File: src/hsha_pkg.sv
// ----------------------------------------------------------------------------
// hsha_pkg
// Shared types, constants and SHA-256 helper functions for the HMAC engine.
// ----------------------------------------------------------------------------
package hsha_pkg;

  localparam logic [2:0] REG_KEY_WORD_0 = 3'd0;
  localparam logic [2:0] REG_KEY_WORD_1 = 3'd1;
  localparam logic [2:0] REG_KEY_WORD_2 = 3'd2;
  localparam logic [2:0] REG_KEY_WORD_3 = 3'd3;
  localparam logic [2:0] REG_KEY_LENGTH = 3'd4;
  localparam logic [2:0] REG_MAC_LENGTH = 3'd5;

  localparam logic [5:0] KEY_MAX     = 6'd32;
  localparam logic [5:0] MAC_RESET   = 6'd32;
  localparam logic [7:0] IPAD_BYTE   = 8'h36;
  localparam logic [7:0] OPAD_BYTE   = 8'h5c;
  localparam logic [7:0] PAD_MARK    = 8'h80;
  localparam logic [63:0] BLOCK_BITS = 64'd512;
  // opad block plus 32-byte inner digest
  localparam logic [31:0] OUTER_BITS = 32'd768;

  typedef logic [15:0][31:0] block_t;
  typedef logic [7:0][31:0]  hash_t;

  localparam hash_t INIT_HASH = {
    32'h5be0cd19, 32'h1f83d9ab, 32'h9b05688c, 32'h510e527f,
    32'ha54ff53a, 32'h3c6ef372, 32'hbb67ae85, 32'h6a09e667
  };

  typedef struct packed {
    logic [7:0] message_byte;
    logic       last_byte;
    logic       no_byte;
  } item_t;

  typedef struct packed {
    logic [63:0] digest_word;
    logic [1:0]  word_index;
    logic        word_last;
  } result_t;

  typedef struct packed {
    logic [3:0][63:0] key;
    logic [5:0]       key_len;
    logic [5:0]       mac_len;
  } cfg_t;

  typedef struct packed {
    logic start;
    logic use_iv;
  } cmp_ctrl_t;

  typedef struct packed {
    logic busy;
    logic done;
  } cmp_stat_t;

  function automatic logic [31:0] ror32(logic [31:0] x, int n);
    return (x >> n) | (x << (32 - n));
  endfunction

  function automatic logic [31:0] round_const(logic [5:0] t);
    logic [31:0] k;
    unique case (t)
      6'd0:  k = 32'h428a2f98; 6'd1:  k = 32'h71374491; 6'd2:  k = 32'hb5c0fbcf;
      6'd3:  k = 32'he9b5dba5; 6'd4:  k = 32'h3956c25b; 6'd5:  k = 32'h59f111f1;
      6'd6:  k = 32'h923f82a4; 6'd7:  k = 32'hab1c5ed5; 6'd8:  k = 32'hd807aa98;
      6'd9:  k = 32'h12835b01; 6'd10: k = 32'h243185be; 6'd11: k = 32'h550c7dc3;
      6'd12: k = 32'h72be5d74; 6'd13: k = 32'h80deb1fe; 6'd14: k = 32'h9bdc06a7;
      6'd15: k = 32'hc19bf174; 6'd16: k = 32'he49b69c1; 6'd17: k = 32'hefbe4786;
      6'd18: k = 32'h0fc19dc6; 6'd19: k = 32'h240ca1cc; 6'd20: k = 32'h2de92c6f;
      6'd21: k = 32'h4a7484aa; 6'd22: k = 32'h5cb0a9dc; 6'd23: k = 32'h76f988da;
      6'd24: k = 32'h983e5152; 6'd25: k = 32'ha831c66d; 6'd26: k = 32'hb00327c8;
      6'd27: k = 32'hbf597fc7; 6'd28: k = 32'hc6e00bf3; 6'd29: k = 32'hd5a79147;
      6'd30: k = 32'h06ca6351; 6'd31: k = 32'h14292967; 6'd32: k = 32'h27b70a85;
      6'd33: k = 32'h2e1b2138; 6'd34: k = 32'h4d2c6dfc; 6'd35: k = 32'h53380d13;
      6'd36: k = 32'h650a7354; 6'd37: k = 32'h766a0abb; 6'd38: k = 32'h81c2c92e;
      6'd39: k = 32'h92722c85; 6'd40: k = 32'ha2bfe8a1; 6'd41: k = 32'ha81a664b;
      6'd42: k = 32'hc24b8b70; 6'd43: k = 32'hc76c51a3; 6'd44: k = 32'hd192e819;
      6'd45: k = 32'hd6990624; 6'd46: k = 32'hf40e3585; 6'd47: k = 32'h106aa070;
      6'd48: k = 32'h19a4c116; 6'd49: k = 32'h1e376c08; 6'd50: k = 32'h2748774c;
      6'd51: k = 32'h34b0bcb5; 6'd52: k = 32'h391c0cb3; 6'd53: k = 32'h4ed8aa4a;
      6'd54: k = 32'h5b9cca4f; 6'd55: k = 32'h682e6ff3; 6'd56: k = 32'h748f82ee;
      6'd57: k = 32'h78a5636f; 6'd58: k = 32'h84c87814; 6'd59: k = 32'h8cc70208;
      6'd60: k = 32'h90befffa; 6'd61: k = 32'ha4506ceb; 6'd62: k = 32'hbef9a3f7;
      6'd63: k = 32'hc67178f2;
      default: k = 32'h0;
    endcase
    return k;
  endfunction

endpackage

File: src/hsha_front.sv
// ----------------------------------------------------------------------------
// hsha_front
// Input side: takes message beats, drops empty non-final beats, two-deep queue.
// ----------------------------------------------------------------------------
module hsha_front import hsha_pkg::*; (
  input  logic  clk,
  input  logic  rst,
  input  logic  push,
  output logic  full,
  input  item_t message,
  output logic  item_valid,
  output item_t item,
  input  logic  item_take
);

  item_t      mem [2];
  logic       wr_ptr;
  logic       rd_ptr;
  logic [1:0] count;
  logic       store;
  logic       take;

  assign full       = (count == 2'd2);
  assign store      = push && !full && !(message.no_byte && !message.last_byte);
  assign item_valid = (count != 2'd0);
  assign take       = item_take && item_valid;
  assign item       = mem[rd_ptr];

  always_ff @(posedge clk) begin
    if (rst) begin
      wr_ptr <= 1'b0;
      rd_ptr <= 1'b0;
      count  <= 2'd0;
    end else begin
      if (store) wr_ptr <= !wr_ptr;
      if (take) rd_ptr <= !rd_ptr;
      count <= count + {1'b0, store} - {1'b0, take};
    end
  end

  always_ff @(posedge clk) begin
    if (store) mem[wr_ptr] <= message;
  end

endmodule

File: config.mk
export PLATFORM = sky130hd
export DESIGN_NAME = hsha_front
export DESIGN_NICKNAME = d
export VERILOG_FILES = /design/src/hsha_pkg.sv /design/src/hsha_front.sv
export SDC_FILE = /design/constraint.sdc
export NUM_CORES = 1
export LEC_CHECK = 0
export ABC_AREA = 1
export CAP_MARGIN = 5
export CORE_UTILIZATION = 30
export CTS_BUF_LIST = sky130_fd_sc_hd__clkbuf_4 sky130_fd_sc_hd__clkbuf_8 sky130_fd_sc_hd__clkbuf_16
export DETAILED_ROUTE_END_ITERATION = 6
export DONT_BUFFER_PORTS = 1
export GPL_ROUTABILITY_DRIVEN = 0
export PLACE_DENSITY = 0.51
export SLEW_MARGIN = 25
export SYNTH_ARGS = -nofsm -noshare
export SYNTH_HDL_FRONTEND = slang
export SYNTH_SLANG_ARGS = --single-unit
File: constraint.sdc
create_clock -name clk -period 1.56 [get_ports clk]
set_input_delay 0.312 -clock clk [delete_from_list [all_inputs] [get_ports clk]]
set_output_delay 0.312 -clock clk [all_outputs]
set_load 0.02 [all_outputs]
==> impl_metrics.yaml <==
timing:
  whs_ns: 0.0492
  worst_slew_pin_slew_ns: 0.415
  fin_ws_ns: 0.0404
  period_needed_ns: 1.52
  setup_viol: 0
  fin_worst_skew_ns: 0.00192
  finalCritPeriodShare_pct: 97.4
  max-slew-margin-rel_pct: 72.3
  finalMaxSlewViolations: 0
  rsz0062_at_grt: "true"
  tns_ns: 0
  clock.fmax_mhz: 658
  finalHoldViolCount: 0
synth:
  yosys.area.top_type_share_pct: 60.9
  yosys_warnings: 0
  syn_area_sq_um: 986
  yosysUniqueCellTypes: 13
  seq_area_frac_synth_pct: 71.1
  synth_edf_count: 20
  synth.cells.most_frequent: "20 x edfxtp_1, 10 x inv_1, 10 x mux2_2, 8 x nand2_1, 8 x nor2_1"
  synthArstFlopShare_pct: 0
  synth.area.top_cells: "edfxtp_1 61%, mux2_2 11%, dfxtp_1 10%"
  synth_ff_type: "edfxtp_1"
  synth.most_common_cell: "edfxtp_1"
  synth_cells: 69
  synth_fp_nets: 85
  avgSynthCellArea_sq_um: 14.3
  yosys_register_bits: 25
  synth_area_leader_cell: "edfxtp_1"
global_routing:
  antenna_found_initial: 0
  grt_max_degree: 15
  grt_pass1_wl_um: 2260
  grt_pass1_vias: 533
  grt_remaining_overflow: 0
  grtUsageTotal_pct: 9.07
cts:
  path_clk_slew_ns: 0.13
  numCtsBuffers: 3
  root_buffer: "clkbuf_4"
  cts.sinks: 25
  clkLatencyLatePin_ns: 0.30
  cts_tree: "built"
  clk_path_buf_depth: 2
  cts_max_level: 1
  holdBufCountCts: 0
power_and_ir_drop:
  clkPwrFrac_pct: 15.3
  pwr-share-seq_pct: 49.8
  switching_share_pct: 34.0
  p_leak_uw: 0.000425
  power.share.combinational_pct: 34.9
  power.switching_uw: 608
  cellPowerDensity_nw_per_um2: 1580
  power.internal_uw: 1180
  total_power_uw: 1790
  power.ir.vdd_worst_v: 0.000541
routing:
  final_antenna_net_count: 0
  routed_via_density: 4.19
  wl_met2_um: 778
  highest_layer: "met3"
  wl_met1_um: 525
  via_count: 499
  postRouteWirelength_um: 1450
  drtIter0Drc: 3
  routedWlPerCell_um: 12.2
  drt_pass1_iterations: 3
  dr_wl_met3_um: 147
  drc: 0
setup_path:
  path_cells: "buf_6 -> mux2_2"
  crit_required_ns: 1.25
  r2r_cells: 8
  worstPathMaxFanout: 10
  end_kind: "output port"
  worst-setup-path-type: "register to output port"
  cp_slowest_stage_delay_ns: 0.41
  startpoint_type: "register"
  crit_buf_inv: 1
  path_depth: 2
  timing.rr.start: "count[1]"
  critPathSlowestCell: "mux2_2"
  cp_top_family: "multiplexers"
  worstPathArrival_ns: 1.21
floorplanning:
  die_area_sq_um: 3520
  fp-row-count: 20
  core_area_sq_um: 3080
  initial_core_util_pct: 32.0
  io_pins: 26
  die_x_um: 59.3
  die_y_um: 59.3
placement:
  numPortBuffers: 0
  dp_slack_ns: 0.00543
  hpwlAfterDp_um: 1020
layout:
  fin_util_pct: 36.9
  drive_gt1_share_pct: 36.0
  diodes: 0
  syn_to_final_growth_pct: 15.1
  fill_cells: 303
  fin_nets: 92
hold_path:
  hold_depth: 1
  hold_start: "rst"
  min_path_type: "input pin to register"
outcome:
  status: "complete, no violations"
run:
  max_cap_viol_count: 0
==> worst reg2reg max path, stage by stage, from the launching register on <==
cell,delay [ns]
dfxtp_2,0.37
o21a_2,0.25
ha_4,0.26
inv_2,0.04
ha_4,0.15
xnor2_2,0.16
nand2_1,0.07
nand2_1,0.06
nor2_1,0.04
==> power groups by stage <==
stage	registers (uW)	clock network, uW	logic (uW)
after floorplan	881	0	459
after global placement	884	0	524
after detailed placement	890	0	537
after CTS	876	291	539
after global routing	905	319	686
final	891	274	624
==> layer usage <==
layer  GRT usage [%]  vias to the layer above
li1                -                      246
met1            9.12                      236
met2            16.5                       17
met3            3.93                        0
met4            3.06                        0
met5               0                        -
==> registers in the layout, summed over array words and instances, names as in the netlist, named ones only <==
register	flops
count	2
mem	20
rd_ptr	1
wr_ptr	1
==> path summary, 6_finish.rpt <==
check	slack, ns	endpoint
worst max-delay path	0.04	item[2]
worst max register to register	0.08	count[1]
worst min-delay path	0.05	count[0]
worst min register to register	0.52	rd_ptr
==> cell type report <==
type	instances	area (sq um)	area share, %
clock buffers	3	22.5	1.98
clock inverters	1	5.00	0.441
inverters	10	37.5	3.31
multi-input cells	33	283	24.9
flip-flops and latches	25	706	62.2
well taps	44	55.1	4.85
repair buffers	3	26.3	2.32
==> cell usage in the layout (no fill, tap or decap) <==
| master | n |
|---|---|
| clkbuf_4 | 3 |
| dfxtp_1 | 3 |
| nand4_1 | 1 |
| mux2_2 | 10 |
| xnor2_2 | 1 |
| nand3_4 | 1 |
| inv_2 | 2 |
| ha_4 | 2 |
| dfxtp_4 | 1 |
| clkinv_2 | 1 |
| buf_4 | 2 |
| edfxtp_1 | 20 |
| buf_6 | 1 |
| nand2_1 | 8 |
| nand2_4 | 1 |
| nor2_1 | 8 |
| o21a_2 | 1 |
| dfxtp_2 | 1 |
| inv_1 | 8 |
==> repair_timing <==
item	4_1_cts	5_1_grt
pin swaps	0	4
buffers inserted	0	1
setup endpoints to repair	11	11
resized for setup	1	12
==> per-stage QoR <==
stage | std cells | area [sq um]
after global routing | 119 | 1130
after detailed placement | 114 | 1040
after floorplan | 69 | 986
final | 119 | 1130
after CTS | 118 | 1070
after global placement | 114 | 1040
==> logic make-up after synthesis <==
family / synth area share [%]
AO/OA/AOI/OAI: 0.762
XOR/XNOR: 0.888
adder cells (fa/ha/maj): 2.54
buffers and inverters: 4.95
flip-flops: 71.1
multiplexers: 11.4
AND/OR/NAND/NOR: 8.38
No activity file was read; power rests on OpenSTA's default activity.
