--- src/hsha_pkg.sv ---
// ----------------------------------------------------------------------------
// hsha_pkg
// Shared types, constants and SHA-256 helper functions for the HMAC engine.
// ----------------------------------------------------------------------------
package hsha_pkg;

  localparam logic [2:0] REG_KEY_WORD_0 = 3'd0;
  localparam logic [2:0] REG_KEY_WORD_1 = 3'd1;
  localparam logic [2:0] REG_KEY_WORD_2 = 3'd2;
  localparam logic [2:0] REG_KEY_WORD_3 = 3'd3;
  localparam logic [2:0] REG_KEY_LENGTH = 3'd4;
  localparam logic [2:0] REG_MAC_LENGTH = 3'd5;

  localparam logic [5:0] KEY_MAX     = 6'd32;
  localparam logic [5:0] MAC_RESET   = 6'd32;
  localparam logic [7:0] IPAD_BYTE   = 8'h36;
  localparam logic [7:0] OPAD_BYTE   = 8'h5c;
  localparam logic [7:0] PAD_MARK    = 8'h80;
  localparam logic [63:0] BLOCK_BITS = 64'd512;
  // opad block plus 32-byte inner digest
  localparam logic [31:0] OUTER_BITS = 32'd768;

  typedef logic [15:0][31:0] block_t;
  typedef logic [7:0][31:0]  hash_t;

  localparam hash_t INIT_HASH = {
    32'h5be0cd19, 32'h1f83d9ab, 32'h9b05688c, 32'h510e527f,
    32'ha54ff53a, 32'h3c6ef372, 32'hbb67ae85, 32'h6a09e667
  };

  typedef struct packed {
    logic [7:0] message_byte;
    logic       last_byte;
    logic       no_byte;
  } item_t;

  typedef struct packed {
    logic [63:0] digest_word;
    logic [1:0]  word_index;
    logic        word_last;
  } result_t;

  typedef struct packed {
    logic [3:0][63:0] key;
    logic [5:0]       key_len;
    logic [5:0]       mac_len;
  } cfg_t;

  typedef struct packed {
    logic start;
    logic use_iv;
  } cmp_ctrl_t;

  typedef struct packed {
    logic busy;
    logic done;
  } cmp_stat_t;

  function automatic logic [31:0] ror32(logic [31:0] x, int n);
    return (x >> n) | (x << (32 - n));
  endfunction

  function automatic logic [31:0] round_const(logic [5:0] t);
    logic [31:0] k;
    unique case (t)
      6'd0:  k = 32'h428a2f98; 6'd1:  k = 32'h71374491; 6'd2:  k = 32'hb5c0fbcf;
      6'd3:  k = 32'he9b5dba5; 6'd4:  k = 32'h3956c25b; 6'd5:  k = 32'h59f111f1;
      6'd6:  k = 32'h923f82a4; 6'd7:  k = 32'hab1c5ed5; 6'd8:  k = 32'hd807aa98;
      6'd9:  k = 32'h12835b01; 6'd10: k = 32'h243185be; 6'd11: k = 32'h550c7dc3;
      6'd12: k = 32'h72be5d74; 6'd13: k = 32'h80deb1fe; 6'd14: k = 32'h9bdc06a7;
      6'd15: k = 32'hc19bf174; 6'd16: k = 32'he49b69c1; 6'd17: k = 32'hefbe4786;
      6'd18: k = 32'h0fc19dc6; 6'd19: k = 32'h240ca1cc; 6'd20: k = 32'h2de92c6f;
      6'd21: k = 32'h4a7484aa; 6'd22: k = 32'h5cb0a9dc; 6'd23: k = 32'h76f988da;
      6'd24: k = 32'h983e5152; 6'd25: k = 32'ha831c66d; 6'd26: k = 32'hb00327c8;
      6'd27: k = 32'hbf597fc7; 6'd28: k = 32'hc6e00bf3; 6'd29: k = 32'hd5a79147;
      6'd30: k = 32'h06ca6351; 6'd31: k = 32'h14292967; 6'd32: k = 32'h27b70a85;
      6'd33: k = 32'h2e1b2138; 6'd34: k = 32'h4d2c6dfc; 6'd35: k = 32'h53380d13;
      6'd36: k = 32'h650a7354; 6'd37: k = 32'h766a0abb; 6'd38: k = 32'h81c2c92e;
      6'd39: k = 32'h92722c85; 6'd40: k = 32'ha2bfe8a1; 6'd41: k = 32'ha81a664b;
      6'd42: k = 32'hc24b8b70; 6'd43: k = 32'hc76c51a3; 6'd44: k = 32'hd192e819;
      6'd45: k = 32'hd6990624; 6'd46: k = 32'hf40e3585; 6'd47: k = 32'h106aa070;
      6'd48: k = 32'h19a4c116; 6'd49: k = 32'h1e376c08; 6'd50: k = 32'h2748774c;
      6'd51: k = 32'h34b0bcb5; 6'd52: k = 32'h391c0cb3; 6'd53: k = 32'h4ed8aa4a;
      6'd54: k = 32'h5b9cca4f; 6'd55: k = 32'h682e6ff3; 6'd56: k = 32'h748f82ee;
      6'd57: k = 32'h78a5636f; 6'd58: k = 32'h84c87814; 6'd59: k = 32'h8cc70208;
      6'd60: k = 32'h90befffa; 6'd61: k = 32'ha4506ceb; 6'd62: k = 32'hbef9a3f7;
      6'd63: k = 32'hc67178f2;
      default: k = 32'h0;
    endcase
    return k;
  endfunction

endpackage

--- src/hsha_compress.sv ---
// ----------------------------------------------------------------------------
// hsha_compress
// SHA-256 compression, one round a cycle, holds the chaining value.
// ----------------------------------------------------------------------------
module hsha_compress import hsha_pkg::*; (
  input  logic      clk,
  input  logic      rst,
  input  cmp_ctrl_t ctrl,
  input  block_t    block,
  output cmp_stat_t stat,
  output hash_t     hash_out
);

  block_t     w;
  block_t     w_next;
  hash_t      v;
  hash_t      v_next;
  hash_t      h;
  logic [5:0] round;
  logic       busy;
  logic       fin;
  logic       done;

  logic [31:0] t1, t2, s0, s1, w_new;

  always_comb begin
    t1 = v[7] + (ror32(v[4], 6) ^ ror32(v[4], 11) ^ ror32(v[4], 25))
       + ((v[4] & v[5]) ^ (~v[4] & v[6])) + round_const(round) + w[0];
    t2 = (ror32(v[0], 2) ^ ror32(v[0], 13) ^ ror32(v[0], 22))
       + ((v[0] & v[1]) ^ (v[0] & v[2]) ^ (v[1] & v[2]));
    v_next    = v;
    v_next[7] = v[6];
    v_next[6] = v[5];
    v_next[5] = v[4];
    v_next[4] = v[3] + t1;
    v_next[3] = v[2];
    v_next[2] = v[1];
    v_next[1] = v[0];
    v_next[0] = t1 + t2;
    // schedule: w[0] is W[t], the window slides by one each round
    s0    = ror32(w[1], 7) ^ ror32(w[1], 18) ^ (w[1] >> 3);
    s1    = ror32(w[14], 17) ^ ror32(w[14], 19) ^ (w[14] >> 10);
    w_new = s1 + w[9] + s0 + w[0];
    for (int i = 0; i < 15; i++) w_next[i] = w[i + 1];
    w_next[15] = w_new;
  end

  always_ff @(posedge clk) begin
    if (rst) begin
      busy <= 1'b0;
      fin  <= 1'b0;
      done <= 1'b0;
    end else begin
      done <= 1'b0;
      if (ctrl.start) begin
        busy <= 1'b1;
      end else if (busy) begin
        if (round == 6'd63) begin
          busy <= 1'b0;
          fin  <= 1'b1;
        end
      end else if (fin) begin
        fin  <= 1'b0;
        done <= 1'b1;
      end
    end
  end

  always_ff @(posedge clk) begin
    if (ctrl.start) begin
      w     <= block;
      v     <= ctrl.use_iv ? INIT_HASH : h;
      h     <= ctrl.use_iv ? INIT_HASH : h;
      round <= 6'd0;
    end else if (busy) begin
      w     <= w_next;
      v     <= v_next;
      round <= round + 6'd1;
    end else if (fin) begin
      for (int i = 0; i < 8; i++) h[i] <= h[i] + v[i];
    end
  end

  assign stat.busy = busy || fin;
  assign stat.done = done;
  assign hash_out  = h;

endmodule

--- config.mk ---
export PLATFORM = sky130hd
export DESIGN_NAME = hsha_compress
export DESIGN_NICKNAME = d
export VERILOG_FILES = /design/src/hsha_pkg.sv /design/src/hsha_compress.sv
export SDC_FILE = /design/constraint.sdc
export NUM_CORES = 2
export LEC_CHECK = 0
export BUFFER_PORTS_ARGS = -buffer_cell sky130_fd_sc_hd__buf_2
export CAP_MARGIN = 25
export CELL_PAD_IN_SITES_DETAIL_PLACEMENT = 0
export CELL_PAD_IN_SITES_GLOBAL_PLACEMENT = 2
export CORE_MARGIN = 1
export CORE_UTILIZATION = 39
export DETAILED_ROUTE_END_ITERATION = 7
export PLACE_DENSITY = 0.87
export SYNTH_ARGS = -nofsm -noshare
export SYNTH_HDL_FRONTEND = slang
export SYNTH_SLANG_ARGS = --single-unit
--- constraint.sdc ---
create_clock -name clk -period 24 [get_ports clk]
set_input_delay 1.2 -clock clk [delete_from_list [all_inputs] [get_ports clk]]
set_output_delay 1.2 -clock clk [all_outputs]
set_load 0.005 [all_outputs]
==> metrics.md <==
| Metric | Value |
|---|---|
| Worst-path maximum fanout | `6` |
| Worst-Margin Slew | `1.17 ns` |
| Drc violations | `0` |
| Slew Limit Fails | `0` |
| Syn_area_per_cell | `10.6 sq um` |
| Layout area overhead | `15.0%` |
| CTS root buf | `clkbuf_16` |
| Fill count | `17,000` |
| Commonest non-fill, non-tap cells in the layout | `1,024 x edfxtp_1, 772 x buf_2, 764 x o21ai_0, 661 x inv_1, 462 x mux2_2` |
| Setup WS post-layout | `15.71 ns` |
| Number of synthesized flops with an enable pin | `1,024` |
| Crit share post-route | `34.5%` |
| Cells after Synth | `6,650` |
| Dpl hpwl | `214 mm` |
| Seq cells post-synth | `1,065` |
| Maxcap violations | `0` |
| Outcome | `finished clean` |
| Worst setup path end | `v[31]$_DFFE_PP_` |
| Core Footprint | `179,000 sq um` |
| Setup WS pre-CTS | `15.79 ns` |
| Clock buffer depth | `3` |
| Port Buffers | `773` |
| Die Y | `427 um` |
| Final Non-Filler Cells | `9,823` |
| Post-CTS sizing | `0` |
| CP required | `24.51 ns` |
| FP Rows | `155` |
| FF-to-FF End | `v[31]$_DFFE_PP_` |
| Largest net degree at the start of global routing | `191` |
| Yosys warns | `0` |
| Vias/cell | `5.67` |
| Mapped cell area | `70,600 sq um` |
| Clock Pin Slew Worst Setup and Hold Paths | `0.07 ns` |
| Min Hold Slack | `0.502 ns` |
| Remaining antenna violation count after routing | `0` |
| Register area share after synthesis | `44.7%` |
| Crit path DAT | `8.80 ns` |
| Die width | `427 um` |
| FF-to-FF Start | `v[136]$_DFFE_PP_` |
| Leading cell type in the layout, fill and taps excluded | `edfxtp_1` |
| DRT iter0 DRCs | `6,152` |
| CTS tree | `done` |
| Register area | `31,600 sq um` |
| Setup tns final | `0 ns` |
| Initial core utilization | `39.4%` |
| Hold buffer count at CTS | `0` |
| Min-delay worst type | `flop to flop` |
| Final GP Congestion | `0.975` |
| Cell variety after synth | `86` |
| RSZ-0062 raised after global routing | `false` |
| Inserted Clock Buffers | `131` |
| Final Hold Viols | `0` |
| WL final | `276 mm` |
| Total gr overflow | `0` |
| Die area | `183,000 sq um` |
| CTS H-tree lvls | `4` |
| Max incr delay on CP | `0.57 ns` |
| Setup slack, reg-to-reg | `15.71 ns` |
| Footprint of the multi-input gates | `35,500 sq um` |
| Vias after detailed routing | `55,700` |
| Layout cells sized above 1 | `20.3%` |
| Clock latency on the worst-skew pair | `0.83 ns` |
| Post-route clock skew | `0.0629 ns` |
| Initial DRT Pass Iterations | `6` |
| CP Launch Point | `v[136]$_DFFE_PP_` |
| Top_reg_cell synth | `edfxtp_1` |
| Nature of the critical path endpoint | `flop` |
| Worst Hold Launch | `fin$_SDFFE_PP0P_` |
| Placed insts | `9,551` |
| Fin nets | `8,433` |
| # IOs | `774` |
| Slew HR | `20.7%` |
| GRT Util Overall | `29.1%` |
| Final setup viols | `0` |
| First-pass GRT wire length | `381 mm` |
| Worst Setup Path Type | `flop to flop` |
| Crit start category | `flop` |
| Post-layout min period | `8.29 ns` |
| Slowest CP cell | `edfxtp_1` |
| Path depth of the worst reg2reg path | `34` |
| Syn_nets | `7,750` |
| Post-CTS Setup Bufs | `0` |
| Average wire per standard cell | `28.1 um` |
| Initial antenna violation count | `56` |
| CTS Sinks | `1,065` |
| Vias in the first global route | `52,400` |
| Async set-reset flop share out of synthesis | `0%` |
| Fmax | `121 MHz` |
-- per-stage QoR --
| step | util [%] | instance area (sq um) |
|---|---|---|
| finish | 45.3 | 81200 |
| detailed placement | 42.9 | 76800 |
| global route | 45.3 | 81200 |
| floorplan | - | 70600 |
| global placement | 42.9 | 76800 |
| CTS | 45.2 | 81000 |
-- worst max-delay path, delay by kind of cell (launching register included) --
| family | cells | cell delay (ns) |
|---|---|---|
| XOR/XNOR | 4 | 0.73 |
| adder cells (fa/ha/maj) | 6 | 2.55 |
| AND/OR/NAND/NOR | 1 | 0.37 |
| AO/OA/AOI/OAI | 18 | 3.47 |
| buffers and inverters | 5 | 0.30 |
| flip-flops | 1 | 0.57 |
-- worst min path at each step --
stage / cells after the start / end
4_1_cts: 2 / fin$_SDFFE_PP0P_
3_5_place_dp: 2 / fin$_SDFFE_PP0P_
6_report: 2 / fin$_SDFFE_PP0P_
3_3_place_gp: 2 / fin$_SDFFE_PP0P_
5_1_grt: 2 / fin$_SDFFE_PP0P_
2_1_floorplan: 2 / done$_SDFF_PP0_
-- synth_stat cells, types with 48 or more instances --
| library cell | instances | area, sq um |
|---|---|---|
| mux2_2 | 462 | 5200 |
| inv_1 | 664 | 2490 |
| nand3_1 | 70 | 350 |
| nor2_1 | 324 | 1220 |
| o21bai_1 | 48 | 360 |
| xor2_1 | 224 | 1960 |
| nor3_1 | 60 | 300 |
| fa_1 | 195 | 3900 |
| nand2b_1 | 54 | 338 |
| a21o_1 | 180 | 1350 |
| a31oi_1 | 57 | 357 |
| xnor2_1 | 358 | 3140 |
| ha_1 | 389 | 4870 |
| a21oi_1 | 431 | 2160 |
| nand2_1 | 458 | 1720 |
| o21ai_0 | 764 | 3820 |
| clkbuf_1 | 247 | 927 |
| edfxtp_1 | 1024 | 30700 |
-- cells by family (layout without fill, tap and decap cells) --
group | count (synthesis) | in the layout | share of synthesized area [%]
AO/OA/AOI/OAI | 1850 | 1850 | 15.7
XOR/XNOR | 582 | 582 | 7.22
adder cells (fa/ha/maj) | 597 | 597 | 12.6
buffers and inverters | 940 | 1729 | 5.01
flip-flops | 1065 | 1065 | 44.7
multiplexers | 469 | 469 | 7.47
other | 0 | 29 | 0
AND/OR/NAND/NOR | 1147 | 1147 | 7.25
-- metal layers --
layer  vias to the layer above  share of wire [%]  wire length (um)  track usage, %
li1                      25300                  -                 -               -
met1                     27700                 43            119000            40.8
met3                       413                7.8             21400            5.31
met4                        26                3.4              9500            10.0
met5                         -              0.056               154               0
met2                      2290                 46            126000            45.1
-- flip-flops by register name, indices dropped and copies added, names as in the netlist, named ones only --
| register | count |
|---|---|
| busy | 1 |
| done | 1 |
| fin | 1 |
| hash_out | 256 |
| round | 6 |
| v | 256 |
| w | 512 |
-- cell type report --
cell class	count	area share, %
tap	2355	3.63
clock buffer	162	4.26
sequential	1065	38.9
timing repair buffer	825	5.40
antenna	29	0.0894
multi-input combinational	4645	43.7
clock inverter	77	0.941
inverter	665	3.09
Power is left out: the tool's default activity adds up to more than one toggle a clock period on the data nets, which glitch-free logic cannot reach.
