`src/hsha_pkg.sv`:
```
// ----------------------------------------------------------------------------
// hsha_pkg
// Shared types, constants and SHA-256 helper functions for the HMAC engine.
// ----------------------------------------------------------------------------
package hsha_pkg;

  localparam logic [2:0] REG_KEY_WORD_0 = 3'd0;
  localparam logic [2:0] REG_KEY_WORD_1 = 3'd1;
  localparam logic [2:0] REG_KEY_WORD_2 = 3'd2;
  localparam logic [2:0] REG_KEY_WORD_3 = 3'd3;
  localparam logic [2:0] REG_KEY_LENGTH = 3'd4;
  localparam logic [2:0] REG_MAC_LENGTH = 3'd5;

  localparam logic [5:0] KEY_MAX     = 6'd32;
  localparam logic [5:0] MAC_RESET   = 6'd32;
  localparam logic [7:0] IPAD_BYTE   = 8'h36;
  localparam logic [7:0] OPAD_BYTE   = 8'h5c;
  localparam logic [7:0] PAD_MARK    = 8'h80;
  localparam logic [63:0] BLOCK_BITS = 64'd512;
  // opad block plus 32-byte inner digest
  localparam logic [31:0] OUTER_BITS = 32'd768;

  typedef logic [15:0][31:0] block_t;
  typedef logic [7:0][31:0]  hash_t;

  localparam hash_t INIT_HASH = {
    32'h5be0cd19, 32'h1f83d9ab, 32'h9b05688c, 32'h510e527f,
    32'ha54ff53a, 32'h3c6ef372, 32'hbb67ae85, 32'h6a09e667
  };

  typedef struct packed {
    logic [7:0] message_byte;
    logic       last_byte;
    logic       no_byte;
  } item_t;

  typedef struct packed {
    logic [63:0] digest_word;
    logic [1:0]  word_index;
    logic        word_last;
  } result_t;

  typedef struct packed {
    logic [3:0][63:0] key;
    logic [5:0]       key_len;
    logic [5:0]       mac_len;
  } cfg_t;

  typedef struct packed {
    logic start;
    logic use_iv;
  } cmp_ctrl_t;

  typedef struct packed {
    logic busy;
    logic done;
  } cmp_stat_t;

  function automatic logic [31:0] ror32(logic [31:0] x, int n);
    return (x >> n) | (x << (32 - n));
  endfunction

  function automatic logic [31:0] round_const(logic [5:0] t);
    logic [31:0] k;
    unique case (t)
      6'd0:  k = 32'h428a2f98; 6'd1:  k = 32'h71374491; 6'd2:  k = 32'hb5c0fbcf;
      6'd3:  k = 32'he9b5dba5; 6'd4:  k = 32'h3956c25b; 6'd5:  k = 32'h59f111f1;
      6'd6:  k = 32'h923f82a4; 6'd7:  k = 32'hab1c5ed5; 6'd8:  k = 32'hd807aa98;
      6'd9:  k = 32'h12835b01; 6'd10: k = 32'h243185be; 6'd11: k = 32'h550c7dc3;
      6'd12: k = 32'h72be5d74; 6'd13: k = 32'h80deb1fe; 6'd14: k = 32'h9bdc06a7;
      6'd15: k = 32'hc19bf174; 6'd16: k = 32'he49b69c1; 6'd17: k = 32'hefbe4786;
      6'd18: k = 32'h0fc19dc6; 6'd19: k = 32'h240ca1cc; 6'd20: k = 32'h2de92c6f;
      6'd21: k = 32'h4a7484aa; 6'd22: k = 32'h5cb0a9dc; 6'd23: k = 32'h76f988da;
      6'd24: k = 32'h983e5152; 6'd25: k = 32'ha831c66d; 6'd26: k = 32'hb00327c8;
      6'd27: k = 32'hbf597fc7; 6'd28: k = 32'hc6e00bf3; 6'd29: k = 32'hd5a79147;
      6'd30: k = 32'h06ca6351; 6'd31: k = 32'h14292967; 6'd32: k = 32'h27b70a85;
      6'd33: k = 32'h2e1b2138; 6'd34: k = 32'h4d2c6dfc; 6'd35: k = 32'h53380d13;
      6'd36: k = 32'h650a7354; 6'd37: k = 32'h766a0abb; 6'd38: k = 32'h81c2c92e;
      6'd39: k = 32'h92722c85; 6'd40: k = 32'ha2bfe8a1; 6'd41: k = 32'ha81a664b;
      6'd42: k = 32'hc24b8b70; 6'd43: k = 32'hc76c51a3; 6'd44: k = 32'hd192e819;
      6'd45: k = 32'hd6990624; 6'd46: k = 32'hf40e3585; 6'd47: k = 32'h106aa070;
      6'd48: k = 32'h19a4c116; 6'd49: k = 32'h1e376c08; 6'd50: k = 32'h2748774c;
      6'd51: k = 32'h34b0bcb5; 6'd52: k = 32'h391c0cb3; 6'd53: k = 32'h4ed8aa4a;
      6'd54: k = 32'h5b9cca4f; 6'd55: k = 32'h682e6ff3; 6'd56: k = 32'h748f82ee;
      6'd57: k = 32'h78a5636f; 6'd58: k = 32'h84c87814; 6'd59: k = 32'h8cc70208;
      6'd60: k = 32'h90befffa; 6'd61: k = 32'ha4506ceb; 6'd62: k = 32'hbef9a3f7;
      6'd63: k = 32'hc67178f2;
      default: k = 32'h0;
    endcase
    return k;
  endfunction

endpackage

```
`src/hsha_back.sv`:
```
// ----------------------------------------------------------------------------
// hsha_back
// Sequencer: block buffer, padding, inner/outer hash passes, MAC word output.
// ----------------------------------------------------------------------------
module hsha_back import hsha_pkg::*; (
  input  logic      clk,
  input  logic      rst,
  input  cfg_t      cfg,
  input  logic      item_valid,
  input  item_t     item,
  output logic      item_take,
  output cmp_ctrl_t cmp_ctrl,
  output block_t    cmp_block,
  input  cmp_stat_t cmp_stat,
  input  hash_t     hash_out,
  output logic      res_push,
  output result_t   res,
  input  logic      res_full
);

  typedef enum logic [13:0] {
    S_IDLE  = 14'b00000000000001,
    S_IPADW = 14'b00000000000010,
    S_PROC  = 14'b00000000000100,
    S_BLKL  = 14'b00000000001000,
    S_BLKW  = 14'b00000000010000,
    S_FIN   = 14'b00000000100000,
    S_PAD1W = 14'b00000001000000,
    S_PADL  = 14'b00000010000000,
    S_PAD2W = 14'b00000100000000,
    S_OPADL = 14'b00001000000000,
    S_OPADW = 14'b00010000000000,
    S_OUTL  = 14'b00100000000000,
    S_OUTW  = 14'b01000000000000,
    S_EMIT  = 14'b10000000000000
  } state_t;

  state_t      state;
  state_t      state_next;
  item_t       cur;
  logic        started;
  logic [5:0]  fill;
  logic [63:0] bit_count;
  logic [63:0] total;
  logic [63:0] total_c;
  block_t      buffer;
  hash_t       inner;
  logic [1:0]  k;

  logic [5:0]  klen;
  logic [5:0]  mlen;
  logic [1:0]  words_m1;
  logic [255:0] key_flat;
  block_t      ipad_blk, opad_blk, pad_blk, len_blk, outer_blk;
  logic [63:0] word_raw;

  assign klen     = (cfg.key_len > KEY_MAX) ? KEY_MAX : cfg.key_len;
  assign mlen     = (cfg.mac_len > KEY_MAX) ? KEY_MAX : cfg.mac_len;
  assign words_m1 = (mlen == 6'd0) ? 2'd0 : 2'((mlen - 6'd1) >> 3);
  assign key_flat = {cfg.key[0], cfg.key[1], cfg.key[2], cfg.key[3]};
  assign total_c  = bit_count + {55'd0, fill, 3'd0};

  always_comb begin
    for (int j = 0; j < 16; j++) begin
      for (int b = 0; b < 4; b++) begin
        if (6'(4 * j + b) < klen) begin
          ipad_blk[j][8 * (3 - b) +: 8] = key_flat[255 - 8 * (4 * j + b) -: 8] ^ IPAD_BYTE;
          opad_blk[j][8 * (3 - b) +: 8] = key_flat[255 - 8 * (4 * j + b) -: 8] ^ OPAD_BYTE;
        end else begin
          ipad_blk[j][8 * (3 - b) +: 8] = IPAD_BYTE;
          opad_blk[j][8 * (3 - b) +: 8] = OPAD_BYTE;
        end
        if (6'(4 * j + b) < fill) pad_blk[j][8 * (3 - b) +: 8] = buffer[j][8 * (3 - b) +: 8];
        else if (6'(4 * j + b) == fill) pad_blk[j][8 * (3 - b) +: 8] = PAD_MARK;
        else pad_blk[j][8 * (3 - b) +: 8] = 8'h00;
      end
    end
    // length fits in this block only when the mark leaves eight bytes free
    if (fill < 6'd56) begin
      pad_blk[14] = total_c[63:32];
      pad_blk[15] = total_c[31:0];
    end
    len_blk     = '0;
    len_blk[14] = total[63:32];
    len_blk[15] = total[31:0];
    outer_blk   = '0;
    for (int j = 0; j < 8; j++) outer_blk[j] = inner[j];
    outer_blk[8]  = {PAD_MARK, 24'd0};
    outer_blk[15] = OUTER_BITS;
  end

  always_comb begin
    cmp_ctrl   = '0;
    cmp_block  = buffer;
    item_take  = 1'b0;
    res_push   = 1'b0;
    state_next = state;
    unique case (state)
      S_IDLE: begin
        cmp_block = ipad_blk;
        if (item_valid) begin
          item_take = 1'b1;
          if (!started) begin
            cmp_ctrl   = '{start: 1'b1, use_iv: 1'b1};
            state_next = S_IPADW;
          end else begin
            state_next = S_PROC;
          end
        end
      end
      S_IPADW: if (cmp_stat.done) state_next = S_PROC;
      S_PROC: begin
        if (cur.no_byte) state_next = S_FIN;
        else if (fill == 6'd63) state_next = S_BLKL;
        else if (cur.last_byte) state_next = S_FIN;
        else state_next = S_IDLE;
      end
      S_BLKL: begin
        cmp_ctrl   = '{start: 1'b1, use_iv: 1'b0};
        state_next = S_BLKW;
      end
      S_BLKW: if (cmp_stat.done) state_next = cur.last_byte ? S_FIN : S_IDLE;
      S_FIN: begin
        cmp_block  = pad_blk;
        cmp_ctrl   = '{start: 1'b1, use_iv: 1'b0};
        state_next = (fill >= 6'd56) ? S_PAD1W : S_PAD2W;
      end
      S_PAD1W: if (cmp_stat.done) state_next = S_PADL;
      S_PADL: begin
        cmp_block  = len_blk;
        cmp_ctrl   = '{start: 1'b1, use_iv: 1'b0};
        state_next = S_PAD2W;
      end
      S_PAD2W: if (cmp_stat.done) state_next = S_OPADL;
      S_OPADL: begin
        cmp_block  = opad_blk;
        cmp_ctrl   = '{start: 1'b1, use_iv: 1'b1};
        state_next = S_OPADW;
      end
      S_OPADW: if (cmp_stat.done) state_next = S_OUTL;
      S_OUTL: begin
        cmp_block  = outer_blk;
        cmp_ctrl   = '{start: 1'b1, use_iv: 1'b0};
        state_next = S_OUTW;
      end
      S_OUTW: if (cmp_stat.done) state_next = S_EMIT;
      S_EMIT: begin
        if (!res_full) begin
          res_push = 1'b1;
          if (k == words_m1) state_next = S_IDLE;
        end
      end
      default: state_next = S_IDLE;
    endcase
  end

  always_comb begin
    word_raw = {hash_out[{k, 1'b0}], hash_out[{k, 1'b1}]};
    for (int b = 0; b < 8; b++) begin
      if ({1'b0, k, 3'(b)} >= mlen) word_raw[8 * (7 - b) +: 8] = 8'h00;
    end
    res.digest_word = word_raw;
    res.word_index  = k;
    res.word_last   = (k == words_m1);
  end

  always_ff @(posedge clk) begin
    if (rst) begin
      state     <= S_IDLE;
      started   <= 1'b0;
      fill      <= 6'd0;
      bit_count <= 64'd0;
      k         <= 2'd0;
    end else begin
      state <= state_next;
      unique case (state)
        S_IPADW: begin
          if (cmp_stat.done) begin
            started   <= 1'b1;
            bit_count <= BLOCK_BITS;
            fill      <= 6'd0;
          end
        end
        S_PROC: if (!cur.no_byte) fill <= fill + 6'd1;
        S_BLKW: if (cmp_stat.done) bit_count <= bit_count + BLOCK_BITS;
        S_OUTW: if (cmp_stat.done) k <= 2'd0;
        S_EMIT: begin
          if (!res_full) begin
            k <= k + 2'd1;
            if (k == words_m1) begin
              started   <= 1'b0;
              fill      <= 6'd0;
              bit_count <= 64'd0;
            end
          end
        end
        default: ;
      endcase
    end
  end

  always_ff @(posedge clk) begin
    if (item_take) cur <= item;
    if (state == S_PROC && !cur.no_byte)
      buffer[fill[5:2]][{~fill[1:0], 3'd0} +: 8] <= cur.message_byte;
    if (state == S_FIN) total <= total_c;
    if (state == S_PAD2W && cmp_stat.done) inner <= hash_out;
  end

endmodule
```
`config.mk`:
```
export PLATFORM = sky130hd
export DESIGN_NAME = hsha_back
export DESIGN_NICKNAME = d
export VERILOG_FILES = /design/src/hsha_pkg.sv /design/src/hsha_back.sv
export SDC_FILE = /design/constraint.sdc
export NUM_CORES = 2
export LEC_CHECK = 0
export ABC_CLOCK_PERIOD_IN_PS = 21900
export BUFFER_PORTS_ARGS = -buffer_cell sky130_fd_sc_hd__buf_4
export CORE_AREA = 3 3 432 434
export DETAILED_ROUTE_END_ITERATION = 8
export DIE_AREA = 0 0 435 437
export MAX_ROUTING_LAYER = met4
export SYNTH_ARGS = -nofsm -noshare
export SYNTH_HDL_FRONTEND = slang
export SYNTH_SLANG_ARGS = --single-unit
```
`constraint.sdc`:
```
create_clock -name clk -period 21.9 [get_ports clk]
set_input_delay 2.19 -clock clk [delete_from_list [all_inputs] [get_ports clk]]
set_output_delay 2.19 -clock clk [all_outputs]
set_load 0.02 [all_outputs]
```
==> results.yml <==
run_status:
  status: "finished clean"
timing:
  fmax_mhz: 131.8
  fin_setup_tns_ns: 0
  drv_slew: 0
  finClkSkew_ns: 0.06752
  min_period_ns: 7.589
  worst_hold_slack_ns: 0.5021
  relSlewSlack: 0.1057
  setup_viol: 0
  period_share: 0.3465
  hold_violations: 0
  rsz0062_at_grt: "false"
  worst_pin_slew_ns: 1.331
die:
  ios: 1123
  die_h_um: 437
  initial_core_util: 0.2359
  die-width_um: 435
  rows: 157
  dieArea_um2: 190100
  coreArea_um2: 183100
clock_tree:
  clkSlewWorstSetupHoldPaths_ns: 0.06
  clock_latency_ns: 0.78
  cts_tree: "yes"
  post_cts_resized: 0
  root_buffer: "clkbuf_16"
  hold_buffers: 0
  cts_buffers: 109
  htree_levels: 3
  post_cts_buffers: 0
  clockBufferDepth: 3
  cts.sinks: 917
setup_path:
  worstReg2RegStart: "state[4]"
  r2r_cells: 6
  path_delay_family: "simple AND/OR/NAND/NOR gates"
  worst-path-buf-inv: 4
  worst_path_largest_cell_delay_ns: 0.84
  r2r_end: "cur[7]"
  cpMaxStageDelayCell: "nor4_2"
  crit_top_cell: "buf_4"
  arrival_ns: 5.40
  critPathMaxFanout: 51
  criticalPathCategory: "flop to output port"
  crit_required_ns: 19.71
  cp-start-kind: "flop"
  cp-end-kind: "output port"
  path_cells: "nor4_2, and2_1, and4_4, buf_4, buf_4, a211oi_1, buf_4, nand2_1, nand3_1, buf_4"
  ff2ff_setup_slack_ns: 17.26
  cp-startpoint: "state[4]"
detailed_routing:
  ant_nets: 0
  drc: 0
  vias_per_cell: 5.463
  drt_pass1_iterations: 6
  finalWirelength_um: 292000
  wl_per_cell_um: 39.05
  via_count: 40860
  drt_iter0_drc: 5912
job:
  cap_violations: 0
logic_synthesis:
  synth_warnings: 0
  synthArstFlopShare: 0
  ys_seq_area_frac: 0.6194
  synth_cell_types: 82
  synth.top_cells.by_area: "edfxtp_1, nand2_1, dfxtp_1, mux4_2, a21oi_1"
  synth.net_count: 4311
  synth_edf_count: 839
  syn_area_um2: 43200
  synth_ff_type: "edfxtp_1"
  syn_area_per_cell_um2: 11.49
  synth_top_area_frac: 0.5832
  synth-seq-cells: 917
  yosys.area.top_type: "edfxtp_1"
  synthCells: 3761
cells_and_area:
  area_growth_pct: 35.32
  drive_above_1_share: 0.3118
  final_cells: 7478
  final_core_util: 0.3193
  nNetsFinal: 5377
  fillers: 18860
grt:
  first_global_vias: 37710
  overflow: 0
  grt_max_degree: 146
  grt_first_pass_wirelength_um: 370500
  antenna_found_initial: 122
  groute.usage.overall: 0.3012
hold_path:
  whs_path_depth: 0
  hold_class: "flop to flop"
  holdCritStartpoint: "bit_count[58]"
  hold_end: "total[58]"
power:
  ir_worst_vdd_mv: 0.06775
  power.total_w: 0.005406
  leakage_nw: 21.23
  power_density_nw_per_um2: 92.48
place:
  gp_congestion: 0.9773
  place_inst: 7180
  hpwlAfterDp_um: 224900
  portBuffers: 1121
worst max-delay path by stage:
stage                     slack, ns  depth (start not counted)       endpoint
after detailed placement      14.67                          8        res[61]
after floorplan                1.33                          2       inner[0]
final                         14.31                         10  cmp_block[63]
after CTS                     14.29                          8  cmp_block[31]
after global placement        14.68                          8        res[61]
after global routing          14.16                         10  cmp_block[63]
layer usage:
metal	vias up	global-route usage	routed length (um)
li1	16500	-	-
met1	20670	0.3511	107500
met2	3011	0.4577	134100
met3	671	0.08047	28820
met4	0	0.1979	21590
met5	-	-	0
cell usage after synthesis, types with 40 or more instances:
master    count
nand4_1      40
nor2b_1      66
nand3b_1     54
nor3_1       55
a221o_1      48
a31oi_1      99
nand3_1     230
a21oi_1     267
mux4_2       64
buf_1        41
mux2i_1      68
a221oi_1     49
edfxtp_1    839
dfxtp_1      78
o21ai_0      86
nand2_1     764
and2_1       69
clkbuf_1    189
a32oi_1      49
nor2_1      175
a21o_1      103
kinds of logic after synthesis:
logic type               Yosys count  share of synthesized area
XOR/XNOR                           6                   0.001217
adder cells (fa/ha/maj)           10                   0.002897
multiplexers                     134                    0.04965
buffers and inverters            290                    0.02714
flip-flops                       917                     0.6194
AO/OA/AOI/OAI                    825                     0.1285
AND/OR/NAND/NOR                 1579                     0.1712
sequential cells by signal, summed over array words and instances, names as in the netlist:
signal and count:
inner 256, bit_count 55, buffer 512, k 2, fill 6, total 61
state 14, cur 10, started 1
worst register-to-register path, delay by kind of cell (launching register included):
kind,cells,cell delay [ns]
buffers and inverters,2,1.33
and+or+nand+nor,4,2.55
DFF,1,0.39
where the power goes:
part           internal, W  switching [W]
Clock              0.00109       0.000825
Sequential         0.00191     0.00000454
Combinational     0.000519        0.00106
Total              0.00351        0.00189
cell usage in the layout (no fill, tap or decap), types with 16 or more instances in the layout:
master / Yosys / routed
a211oi_1: 21 / 16
nand3_1: 230 / 228
clkbuf_1: 189 / 23
nor3_1: 55 / 51
buf_4: 5 / 1220
dfxtp_1: 78 / 75
a21oi_1: 267 / 265
clkbuf_16: 0 / 109
clkinv_1: 0 / 24
nor2b_1: 66 / 65
and2_1: 69 / 51
mux4_2: 64 / 64
diode_2: 0 / 97
a21o_1: 103 / 103
a221oi_1: 49 / 49
a32oi_1: 49 / 49
nand2_1: 764 / 764
and2_2: 0 / 17
o21ai_0: 86 / 79
a221o_1: 48 / 48
nand4_1: 40 / 40
mux2i_1: 68 / 68
a31oi_1: 99 / 99
and3_1: 21 / 20
inv_1: 23 / 23
nand3b_1: 54 / 54
edfxtp_1: 839 / 839
nor2_1: 175 / 174
cell type report:
| cell class | instances | area (um^2) | share of cell area |
|---|---|---|---|
| clock inverter | 68 | 813.3 | 0.01391 |
| clock buffer | 133 | 2828 | 0.04838 |
| tap | 2464 | 3083 | 0.05274 |
| timing repair buffer | 1221 | 9179 | 0.1570 |
| sequential | 917 | 26760 | 0.4579 |
| inverter | 24 | 92.59 | 0.001584 |
| multi-input combinational | 2554 | 15450 | 0.2643 |
| antenna | 97 | 242.7 | 0.004153 |
through the flow:
step	area, um^2	setup slack, ns
2_1_floorplan	43200	1.325
3_3_place_gp	54570	14.68
3_5_place_dp	54570	14.67
4_1_cts	58210	14.29
5_1_grt	58410	14.16
6_report	58450	14.31
No activity file was read; power rests on OpenSTA's default activity.
